===== src/hdl/fpsu_pkg.sv =====
// Package: constants, types and sequencer states of the flow statistics block.
package fpsu_pkg;
    localparam int DEF_FRAC_BITS  = 8;
    localparam int DEF_LEN_BITS   = 16;
    localparam int DEF_TIME_BITS  = 48;
    localparam int DEF_COUNT_BITS = 32;

    localparam int DIV_W  = 41;  // dividend magnitude
    localparam int ACC_W  = 42;  // signed mean arithmetic
    localparam int DEN_W  = 32;  // divisor width
    localparam int MUL_W  = 32;
    localparam int PAYS_W = 32;  // scaled payload

    localparam logic [39:0] MEAN40_MAX = 40'hFF_FFFF_FFFF;
    localparam logic [23:0] MEAN24_MAX = 24'hFF_FFFF;

    localparam logic [1:0] SEL_LEN = 2'd0;
    localparam logic [1:0] SEL_OFF = 2'd1;
    localparam logic [1:0] SEL_GAP = 2'd2;

    typedef enum logic [3:0] {
        ST_IDLE,
        ST_PREP,
        ST_MUL_SQ,
        ST_MUL_D2,
        ST_MUL_D4,
        ST_MUL_ACC,
        ST_DIV_GO,
        ST_DIV_WAIT,
        ST_SPREAD,
        ST_DONE
    } t_state;

    typedef struct packed {
        logic             start;
        logic             neg;
        logic [DIV_W-1:0] mag;
        logic [DEN_W-1:0] den;
    } t_div_req;

    typedef struct packed {
        logic             done;
        logic [ACC_W-1:0] quo;
    } t_div_rsp;

    function automatic logic [63:0] sat_add64(input logic [63:0] a, input logic [63:0] b);
        logic [64:0] s;
        s = {1'b0, a} + {1'b0, b};
        return s[64] ? 64'hFFFF_FFFF_FFFF_FFFF : s[63:0];
    endfunction
endpackage


===== src/hdl/fpsu_mul.sv =====
// Shared 32 by 32 multiplier with a registered product.
module fpsu_mul (
    input  logic                    i_clk,
    input  logic [fpsu_pkg::MUL_W-1:0] i_a,
    input  logic [fpsu_pkg::MUL_W-1:0] i_b,
    output logic [2*fpsu_pkg::MUL_W-1:0] o_p
);
    import fpsu_pkg::*;

    always_ff @(posedge i_clk) begin
        o_p <= i_a * i_b;
    end
endmodule


===== config.mk =====
export PLATFORM = sky130hd
export DESIGN_NAME = fpsu_mul
export DESIGN_NICKNAME = d
export VERILOG_FILES = /design/src/hdl/fpsu_pkg.sv /design/src/hdl/fpsu_mul.sv
export SDC_FILE = /design/constraint.sdc
export NUM_CORES = 2
export LEC_CHECK = 0
export ABC_CLOCK_PERIOD_IN_PS = 11600
export BUFFER_PORTS_ARGS = -buffer_cell sky130_fd_sc_hd__buf_4
export CORE_MARGIN = 2
export CORE_UTILIZATION = 65
export CTS_CLUSTER_SIZE = 28
export DETAILED_ROUTE_END_ITERATION = 16
export PLACE_DENSITY_LB_ADDON = 0.3
export SETUP_SLACK_MARGIN = 0.05
export SYNTH_ARGS = -nofsm -noshare
export SYNTH_HDL_FRONTEND = slang
export SYNTH_SLANG_ARGS = --single-unit
export TNS_END_PERCENT = 20

===== constraint.sdc =====
create_clock -name i_clk -period 11.6 [get_ports i_clk]
set_input_delay 2.32 -clock i_clk [delete_from_list [all_inputs] [get_ports i_clk]]
set_output_delay 2.32 -clock i_clk [all_outputs]
set_load 0.02 [all_outputs]

; ---- Yosys cells after proc, flatten, opt, wreduce, memory -nomap -nowiden
; Cells that the tools add are included.
[word_totals]
register_bits = 64
latchBits = 0
mem_bits_rw = 0
romBits = 0
inputBits = 65
output_inout_bits = 64
wordCells = 2
n_memories = 0
[classes]
addsub = 0
n_mul = 1
div_mod_pow = 0
order_cmp = 0
n_eq_ne = 0
n_shift = 0
muxes = 0
bitwise = 0
n_reduce_logical = 0
[op_table]
columns = cell, count
row1 = multiplier 32 x 32 -> 64 bit, 1

; ---- Logic depth before layout (Yosys ltp)
[logic_depth]
depth_word = 1
mapped_depth = 29
mapped_depth_nobuf = 27

; ---- Worst setup path after synthesis
; Ideal clock, no wire load.
[synth_timing]
path_kind = input -> register
startpoint = input port i_a[25] (netlist bit)
endpoint = register o_p[62] (netlist bit)
setup_ps = 72
arrival_time_ps = 9001
required_ps = 11528
setup_slack_ps = 2527
cell_stages = 25
path_buffers = 2
path_cell_list = clkbuf_1 > nand2_1 > fa_1 > inv_1 > fa_1 > inv_1 > fa_1 > inv_1 > fa_1 > fa_1 > fa_1 > fa_1 > inv_1 > fa_1 > inv_1 > ha_1 > buf_2 > nand4_1 > or4_1 > or3_1 > a31oi_1 > a31o_2 > a211oi_1 > o21ai_1 > xor2_1
[synth_between]
elab_chain_cells = 1
[synth_rtl]
columns = element, line
row1 = from (decl), fpsu_mul.sv:4  ; input logic [fpsu_pkg::MUL_W-1:0] i_a,
row2 = multiplier 32 x 32 -> 64 bit, fpsu_mul.sv:11  ; o_p <= i_a * i_b;
row3 = to (signal assigned), fpsu_mul.sv:11
row4 = to (decl), fpsu_mul.sv:6  ; output logic [2*fpsu_pkg::MUL_W-1:0] o_p
; Every way passes these cells.

; ---- Worst setup path in the final report
; Ends and elaborated chain as after synthesis.

==> summary.md <==
| Metric | Value |
|---|---|
| Synthesis-to-finish area growth | `3.756%` |
| Sequential element share of the synthesized area | `0.03695` |
| Post-route ant nets | `0` |
| RSZ-0062 raised after global routing | `false` |
| Hold Violations, Final | `0` |
| Status | `finished, final reports clean` |
| Critical Path, Cell by Cell | `buf_4 -> nand2_1 -> fa_1 -> inv_1 -> fa_1 -> inv_1 -> fa_1 -> inv_1 -> fa_1 -> fa_1 -> fa_1 -> fa_1 -> inv_1 -> fa_1 -> inv_1 -> ha_1 -> nand4_1 -> or4_1 -> or3_1 -> a31oi_1 -> a31o_2 -> a211oi_1 -> o21ai_1 -> xor2_1` |
| Hold buffer count at CTS | `0` |
| CP Max Fanout | `32` |
| Via density | `5.765` |
| Clock Sinks | `64` |
| Total gr overflow | `0` |
| I/O Pins | `129` |
| Worst path top cell family by delay | `adder cells` |
| Cts bufs inserted | `9` |
| Total Nets Final | `4891` |
| Hpwl dp | `69.77 mm` |
| Worst setup SP type | `input port` |
| Critical path's most frequent cell | `fa_1` |
| Setup_tns | `0 ns` |
| Fin Hold WS | `2.484 ns` |
| Finished Layout Cells | `4360` |
| CP max-delay cell | `fa_1` |
| Most frequent cells in the layout | `fa_1, inv_1, and2_1` |
| Regs by FF count | `o_p x64` |
| Mapped Area | `0.03468 mm²` |
| Clk buf depth | `2` |
| Die Area | `0.05521 mm²` |
| # rows | `84` |
| Synth top area share | `0.5173` |
| CTS resizes | `0` |
| Vias | `25140` |
| Initial antenna violation count | `1` |
| Crit Path Class | `in -> reg` |
| Routed wire length | `88.08 mm` |
| Vias in the first global route | `27970` |
| Core ar. | `0.05266 mm²` |
| Post-CTS Setup Inserts | `0` |
| Fin crit share | `0.8254` |
| Layout cells sized above 1 | `0.04330` |
| Total GRT Usage | `0.3347` |
| Antenna diode instance count | `0` |
| Max_slew headroom | `0.5599` |
| Gp weighted congestion | `0.9391` |
| Minimum clock period | `9.574 ns` |
| Final Max Slew Viols | `0` |
| Critical path endpoint category | `flip-flop` |
| Clock Pin Slew Worst Setup and Hold Paths | `0.06 ns` |
| First-pass GRT wire length | `144.7 mm` |
| Htree depth | `3` |
| Buf/Inv on CP | `6` |
| Achievable frequency | `104.4 MHz` |
| Die Wd | `235.0 µm` |
| Top cells by area, synth | `fa_1, and2_1, ha_1, inv_1, nand2_1` |
| Post-synthesis register bit count | `64` |
| Initial core utilization | `0.6585` |
| Final setup violation count | `0` |
| Ys Warns | `0` |
| Pre-antenna DRT Iters | `6` |
| Placed insts | `4344` |
| Maxcap violations | `0` |
| Asr flop ratio synth | `0` |
| Hold Path Sink | `o_p[0]` |
| Mapped Cells | `3748` |
| Largest net degree at the start of global routing | `33` |
| Max incr delay on CP | `0.56 ns` |
| Count of cell types in the netlist | `57` |
| Post-synth EDFFs | `0` |
| Max FFs per register | `64` |
| Worst Path Arrival | `9.85 ns` |
| Mean post-synth cell area | `9.252 µm²` |
| Port bufs | `128` |
| Slew of the pin with the lowest slew margin | `0.6557 ns` |
| Hold Crit Class | `in -> reg` |
| Ys flop type | `dfxtp_1` |
| Die Y | `235.0 µm` |
| Syn Nets | `4972` |
| Largest area contributor in the synthesized netlist | `fa_1` |
| Hold path depth | `2` |
| CTS tree | `yes` |
| Residual DRC count | `0` |
| Commonest non-fill, non-tap cell in the layout | `fa_1` |
| Avg WL per Cell | `20.20 µm` |
| Root Driver | `clkbuf_16` |
| Largest register by flop count | `o_p` |
| Hold Path Origin | `i_a[0]` |
| CP Data Required Time | `11.87 ns` |
| Starting DRT DRC Count | `1602` |
final cells by class:
class                           instances  area (µm²)
Clock inverter                          5       81.33
Tap cell                              688       860.8
Sequential cell                        64        1281
Multi-Input combinational cell       2599       29310
Timing Repair Buffer                  128       960.9
Fill cell                            4093       16680
Clock buffer                           11       232.7
Inverter                              865        3247
Yosys cell counts (4+ instances only):
cell      count
fa_1        896
inv_1       865
and2_1      602
nand2_1     480
ha_1        263
clkbuf_1    213
dfxtp_1      64
a21oi_1      63
a21o_1       40
xnor2_1      35
xor2_1       25
nand4_1      23
o21ai_0      21
nor2_1       20
and3_1       14
a31oi_1      12
nand3_1      10
o21bai_1     10
o21a_1        9
nor3_1        7
buf_2         6
o21ai_1       5
a221o_1       4
worst max-delay path by stage:
stage	from	end	slack (ns)	cells past startpoint
final	i_a[25]	o_p[62]	2.03	24
after global routing	i_a[25]	o_p[62]	1.67	24
after CTS	i_a[25]	o_p[62]	2.14	24
after detailed placement	i_a[25]	o_p[62]	1.80	24
after global placement	i_a[10]	o_p[62]	1.86	23
after floorplan	i_a[25]	o_p[62]	2.53	25
cells by family after synthesis:
logic type,Yosys count,synth area share
AND/OR/NAND/NOR,1177,0.1762
buffers and inverters,1085,0.1177
XOR/XNOR,60,0.01515
multiplexers,1,0.0002887
AO/OA/AOI/OAI,202,0.04153
adder cells (fa/ha/maj),1159,0.6122
flip-flops,64,0.03695
routing by layer:
layer,track usage,vias up,part of all wire
met2,0.5930,1053,0.52
li1,-,10670,-
met3,0.04394,318,0.061
met5,0,-,0
met4,0.1699,0,0.062
met1,0.4010,13100,0.35
through the flow:
step	setup slack (ns)	area, µm²	util
2_1_floorplan	2.527	34680	-
5_1_grt	1.667	35980	0.6833
3_3_place_gp	1.857	35660	0.6773
4_1_cts	2.138	35980	0.6833
3_5_place_dp	1.800	35660	0.6773
6_report	2.026	35980	0.6833
Power is left out: the tool's default activity adds up to more than one toggle a clock period on the data nets, which glitch-free logic cannot reach.
