===== config.mk =====
export PLATFORM = sky130hd
export DESIGN_NAME = fpsu_div
export DESIGN_NICKNAME = d
export VERILOG_FILES = /design/src/hdl/fpsu_pkg.sv /design/src/hdl/fpsu_div.sv
export SDC_FILE = /design/constraint.sdc
export NUM_CORES = 1
export LEC_CHECK = 0
export CORE_ASPECT_RATIO = 0.8
export CORE_MARGIN = 3
export CORE_UTILIZATION = 40
export CTS_CLUSTER_DIAMETER = 50
export DETAILED_ROUTE_END_ITERATION = 7
export DONT_BUFFER_PORTS = 1
export SYNTH_ARGS = -nofsm -noshare
export SYNTH_HDL_FRONTEND = slang
export SYNTH_SLANG_ARGS = --single-unit

===== constraint.sdc =====
create_clock -name i_clk -period 3.2 [get_ports i_clk]
set_input_delay 0.48 -clock i_clk [delete_from_list [all_inputs] [get_ports i_clk]]
set_output_delay 0.48 -clock i_clk [all_outputs]
set_load 0.01 [all_outputs]

===== src/hdl/fpsu_pkg.sv =====
// Package: constants, types and sequencer states of the flow statistics block.
package fpsu_pkg;
    localparam int DEF_FRAC_BITS  = 8;
    localparam int DEF_LEN_BITS   = 16;
    localparam int DEF_TIME_BITS  = 48;
    localparam int DEF_COUNT_BITS = 32;

    localparam int DIV_W  = 41;  // dividend magnitude
    localparam int ACC_W  = 42;  // signed mean arithmetic
    localparam int DEN_W  = 32;  // divisor width
    localparam int MUL_W  = 32;
    localparam int PAYS_W = 32;  // scaled payload

    localparam logic [39:0] MEAN40_MAX = 40'hFF_FFFF_FFFF;
    localparam logic [23:0] MEAN24_MAX = 24'hFF_FFFF;

    localparam logic [1:0] SEL_LEN = 2'd0;
    localparam logic [1:0] SEL_OFF = 2'd1;
    localparam logic [1:0] SEL_GAP = 2'd2;

    typedef enum logic [3:0] {
        ST_IDLE,
        ST_PREP,
        ST_MUL_SQ,
        ST_MUL_D2,
        ST_MUL_D4,
        ST_MUL_ACC,
        ST_DIV_GO,
        ST_DIV_WAIT,
        ST_SPREAD,
        ST_DONE
    } t_state;

    typedef struct packed {
        logic             start;
        logic             neg;
        logic [DIV_W-1:0] mag;
        logic [DEN_W-1:0] den;
    } t_div_req;

    typedef struct packed {
        logic             done;
        logic [ACC_W-1:0] quo;
    } t_div_rsp;

    function automatic logic [63:0] sat_add64(input logic [63:0] a, input logic [63:0] b);
        logic [64:0] s;
        s = {1'b0, a} + {1'b0, b};
        return s[64] ? 64'hFFFF_FFFF_FFFF_FFFF : s[63:0];
    endfunction
endpackage


===== src/hdl/fpsu_div.sv =====
// Iterative restoring divider: signed dividend by unsigned count, one bit a cycle.
module fpsu_div (
    input  logic              i_clk,
    input  logic              i_rst_n,
    input  fpsu_pkg::t_div_req i_req,
    output fpsu_pkg::t_div_rsp o_rsp
);
    import fpsu_pkg::*;

    localparam int CNT_W = $clog2(DIV_W + 1);

    logic [CNT_W-1:0] r_cnt;
    logic             r_act;
    logic             r_neg;
    logic [DIV_W-1:0] r_quo;
    logic [DEN_W-1:0] r_rem;
    logic [DEN_W-1:0] r_den;
    logic [DEN_W:0]   rem_sh;
    logic             ge;
    logic [DEN_W:0]   rem_sub;
    logic [ACC_W-1:0] quo_ext;

    always_comb begin
        rem_sh  = {r_rem, r_quo[DIV_W-1]};
        ge      = rem_sh >= {1'b0, r_den};
        rem_sub = rem_sh - {1'b0, r_den};
        quo_ext = {{(ACC_W-DIV_W){1'b0}}, r_quo};
    end

    always_ff @(posedge i_clk) begin
        if (!i_rst_n) begin
            r_act <= 1'b0;
            r_cnt <= '0;
        end else if (i_req.start) begin
            r_act <= 1'b1;
            r_cnt <= CNT_W'(DIV_W);
        end else if (r_act && r_cnt == '0) begin
            r_act <= 1'b0;
        end else if (r_cnt != '0) begin
            r_cnt <= r_cnt - 1'b1;
        end
    end

    always_ff @(posedge i_clk) begin
        if (i_req.start) begin
            r_quo <= i_req.mag;
            r_rem <= '0;
            r_den <= i_req.den;
            r_neg <= i_req.neg;
        end else if (r_cnt != '0) begin
            r_quo <= {r_quo[DIV_W-2:0], ge};
            r_rem <= ge ? rem_sub[DEN_W-1:0] : rem_sh[DEN_W-1:0];
        end
    end

    assign o_rsp.done = r_act && (r_cnt == '0);
    assign o_rsp.quo  = r_neg ? (~quo_ext + 1'b1) : quo_ext;
endmodule


# ---- After elaboration in Yosys (flattened, before gate mapping)
# Cells that the tools add are included.
dict set report word_totals {
  out_inout_bits 43
  elab_cells 32
  reg_bits 113
}
dict set report op_classes {
  n_addsub 3
  n_eq_ne 1
  mux 9
  n_reduce_logical 8
  bitwise_logic 3
  magnitude_cmp 1
}
# op n
set op_table {}
lappend op_table {{$mux W41} 2}
lappend op_table {{$add A42 B1 Y42 const B} 1}
lappend op_table {{$mux W42} 1}
lappend op_table {{$not A41 Y42} 1}
lappend op_table {{$ge A33 B32 Y1} 1}
lappend op_table {{$mux W32} 1}
lappend op_table {{$sub A32 B32 Y32} 1}
lappend op_table {{$mux W6} 3}
lappend op_table {{$logic_not A6 Y1} 1}
lappend op_table {{$reduce_bool A6 Y1} 1}
lappend op_table {{$sub A6 B1 Y6 const B} 1}
lappend op_table {{$reduce_and A2 Y1} 2}
lappend op_table {{$reduce_bool A2 Y1} 2}
lappend op_table {{$mux W1} 2}
lappend op_table {{$ne A2 B2 Y1 const B} 1}
lappend op_table {{$not A1 Y1} 2}
lappend op_table {{$reduce_or A2 Y1} 1}
lappend op_table {{$logic_and A1 B1 Y1} 1}

# ---- Logic depth before layout (Yosys ltp)
dict set report logic_depth {
  ltp_word 4
  mapped_depth 14
}

# ---- Least setup slack after synthesis
# No wires, ideal clock.
dict set report synth_path {
  path_kind {register to output}
  start {reg r_quo[10]}
  end {out o_rsp[32] (netlist bit)}
  t_arrival_ps 2463
  slack_ps 257
  required_time_ps 2720
  path_stages_with_launch 9
  path_cell_list {edfxtp_1 > or4_4 > or4_1 > or2_1 > nand2b_4 > nand2b_4 > o21a_4 > a21oi_2 > xnor2_1}
}
# item line_no
set synth_lines {}
lappend synth_lines {{start, declared} fpsu_div.sv:15} ;# logic [DIV_W-1:0] r_quo;
lappend synth_lines {{start signal, assigned} fpsu_div.sv:46} ;# r_quo <= i_req.mag;
lappend synth_lines {{start signal, assigned} fpsu_div.sv:51} ;# r_quo <= {r_quo[DIV_W-2:0], ge};
lappend synth_lines {{end, declared} fpsu_div.sv:6} ;# output fpsu_pkg::t_div_rsp o_rsp

==> results_dict.tcl <==
set metrics [dict create \
    status "complete, but fails checks" \
    violations "negative setup slack" \
    period_share_pct 109.4 \
    grt_remaining_overflow 0 \
    skew_ns 0.009348 \
    async_flop_share_pct 0 \
    p_per_area_nw_per_um2 652.1 \
    grt_antenna_before_repair 1 \
    synth_edf_count 74 \
    required_ns 2.72 \
    vias 5968 \
    dieArea_sq_um 19910 \
    grt_pass1_vias 5856 \
    vdd_drop_max_v 0.0002749 \
    cts_tree "done" \
    holdPathStages 0 \
    reg2reg_slack_ns 0.26 \
    cts.sinks 113 \
    hpwl_mm 13.47 \
    cpMaxStageDelayCell "or3_4" \
    drc 0 \
    min_period_ns 3.500 \
    grt_max_degree 109 \
    die_w_um 157.0 \
    worst-path-stages 8 \
    crit_family "simple AND/OR/NAND/NOR gates" \
    grtUsageTotal_pct 19.49 \
    nets 902 \
    power_leakage_nw 3.457 \
    syn_nets 869 \
    yosys.area.top_type_share_pct 30.45 \
    crit_top_cell "or3_4" \
    hold-path-endpoint "r_den[15]" \
    cap_violations 0 \
    slew_headroom_pct 45.35 \
    numCtsBuffers 17 \
    ys_ff_latch 113 \
    clock_path_buffers 2 \
    dr.pass1.iters 6 \
    clk_pin_slew_ns 0.06 \
    cp-start-kind "register" \
    critPathKind "register to output pin" \
    drive_gt1_share_pct 20.92 \
    grt_pass1_wl_mm 30.94 \
    initial_core_util_pct 41.48 \
    syn_area_per_cell_sq_um 9.641 \
    crit_buf_inv 0 \
    cts_root_buf "clkbuf_16" \
    post_drt_wl_per_cell_um 18.81 \
    synth_cell_types 66 \
    path_max_fanout 5 \
    arrival_ns 3.02 \
    reg2reg_to "r_rem[24]" \
    syn_area_sq_um 7298 \
    die_height_um 126.8 \
    r2r-start "r_quo[40]" \
    viasPerCell 5.800 \
    ys.flop_type "edfxtp_1" \
    seq_area_frac_synth_pct 41.15 \
    end_kind "output pin" \
    grt_setup_unrepaired "yes" \
    yosys_warnings 0 \
    hold_viol 0 \
    portBuffers 0 \
    synthTopCellsByCount "edfxtp_1 (74), nand2_1 (73), nor2_1 (52), xnor2_1 (50), a21oi_1 (49)" \
    postRouteAntennaNets 0 \
    synth_most_common_cell "edfxtp_1" \
    setup_viol 15 \
    io_pins 120 \
    worstPathCellList "or3_4 -> or3_4 -> nor3_4 -> nand3_2 -> or2_1 -> or3_4 -> o41ai_4 -> xnor2_2" \
    hp-class "input pin to register" \
    drt_iter0_drc 493 \
    clock_latency_ns 0.42 \
    core_sq_um 17590 \
    maxSlewViolCount 0 \
    area_growth_syn_to_layout_pct 19.72 \
    slowest_delay_ns 0.40 \
    worstRegToRegCells 11 \
    num_rows 43 \
    final_cells 1029 \
    cts_max_level 4 \
    synthCells 757 \
    gp_congestion 0.9419 \
    synth_top_area_cell "edfxtp_1" \
    fin_util_pct 49.66 \
    power_mw 5.697 \
    max_freq_ghz 0.2857 \
    routed_wl_mm 19.35 \
    finalWorstSetupSlack_ns -0.3000 \
    place_inst 975 \
    tightest_slew_ns 0.8197 \
    synth.area.top_cells "edfxtp_1 (30%), dfxtp_1 (11%), mux2_2 (6.0%)" \
    hp-start "i_req[15]" \
]
cell usage in the layout (no fill, tap or decap), types with 17 or more instances in the layout:
master     count
dfxtp_1       39
a211oi_1      23
ha_1          34
clkbuf_16     17
o21ai_0       31
edfxtp_1      74
inv_1         44
a21oi_1       49
a21o_1        17
buf_4         47
nor2_1        52
nand2_1       69
mux2_2        39
xnor2_1       36
metal layers:
metal,vias to the layer above,track usage (%),share of wire (%)
met5,-,0,0
met4,0,6.429,1.9
met3,34,5.935,6.8
met2,195,29.54,45
met1,2885,26.68,46
li1,2854,-,-
stage by stage:
step / area (sq um) / hold slack (ns) / TNS, ns / worst slack, ns
after CTS: 8574 / 0.1228 / -2.622 / -0.2611
final: 8737 / 0.1525 / -2.969 / -0.3000
after global placement: 7660 / 0.4580 / 0 / 0.1169
after global routing: 8737 / 0.1286 / -4.184 / -0.3888
after floorplan: 7298 / 0.4482 / 0 / 0.2574
after detailed placement: 7660 / 0.4774 / 0 / 0.1015
report_power, final:
group / internal (mW) / switching (mW)
clock: 1.30 / 0.710
combinational: 0.709 / 0.965
sequential: 1.79 / 0.219
final cells by class:
cell class | count | area (sq um)
antenna | 1 | 2.502
fill | 1553 | 8856
multi-input combinational | 566 | 4294
inverter | 44 | 165.2
clock inverter | 14 | 188.9
timing repair buffer | 48 | 372.9
sequential | 113 | 3003
clock buffer | 18 | 429.2
tap | 225 | 281.5
cells by family (layout without fill, tap and decap cells):
group / after synthesis / after routing / synth area share [%]
other cells: 0 / 1 / 0
mux: 44 / 44 / 6.703
xor+xnor: 65 / 65 / 7.801
simple gates: 223 / 223 / 15.40
fa+ha+maj: 35 / 35 / 6.103
buf+inv: 78 / 124 / 4.200
flops: 113 / 113 / 41.15
compound gates: 199 / 199 / 18.65
repair_timing:
action / in CTS / in global routing
hold endpoints to repair: 0 / 0
setup buffers: 13 / 10
pin swaps: 10 / 9
setup endpoints to repair: 15 / 25
hold buffers: 0 / 0
resized for setup: 34 / 17
how the worst max path moves through the flow:
stage	start	endpoint	slack [ns]
floorplan	r_quo[10]	o_rsp[32]	0.26
global placement	r_quo[13]	o_rsp[39]	0.12
detailed placement	r_quo[13]	o_rsp[39]	0.10
CTS	r_quo[13]	o_rsp[39]	-0.26
global route	r_quo[13]	o_rsp[39]	-0.39
finish	r_quo[13]	o_rsp[39]	-0.30
registers in the layout (all words and copies together), names as in the netlist:
register	count
r_act	1
r_cnt	6
r_den	32
r_neg	1
r_quo	41
r_rem	32
(Power assumes the default switching activity.)
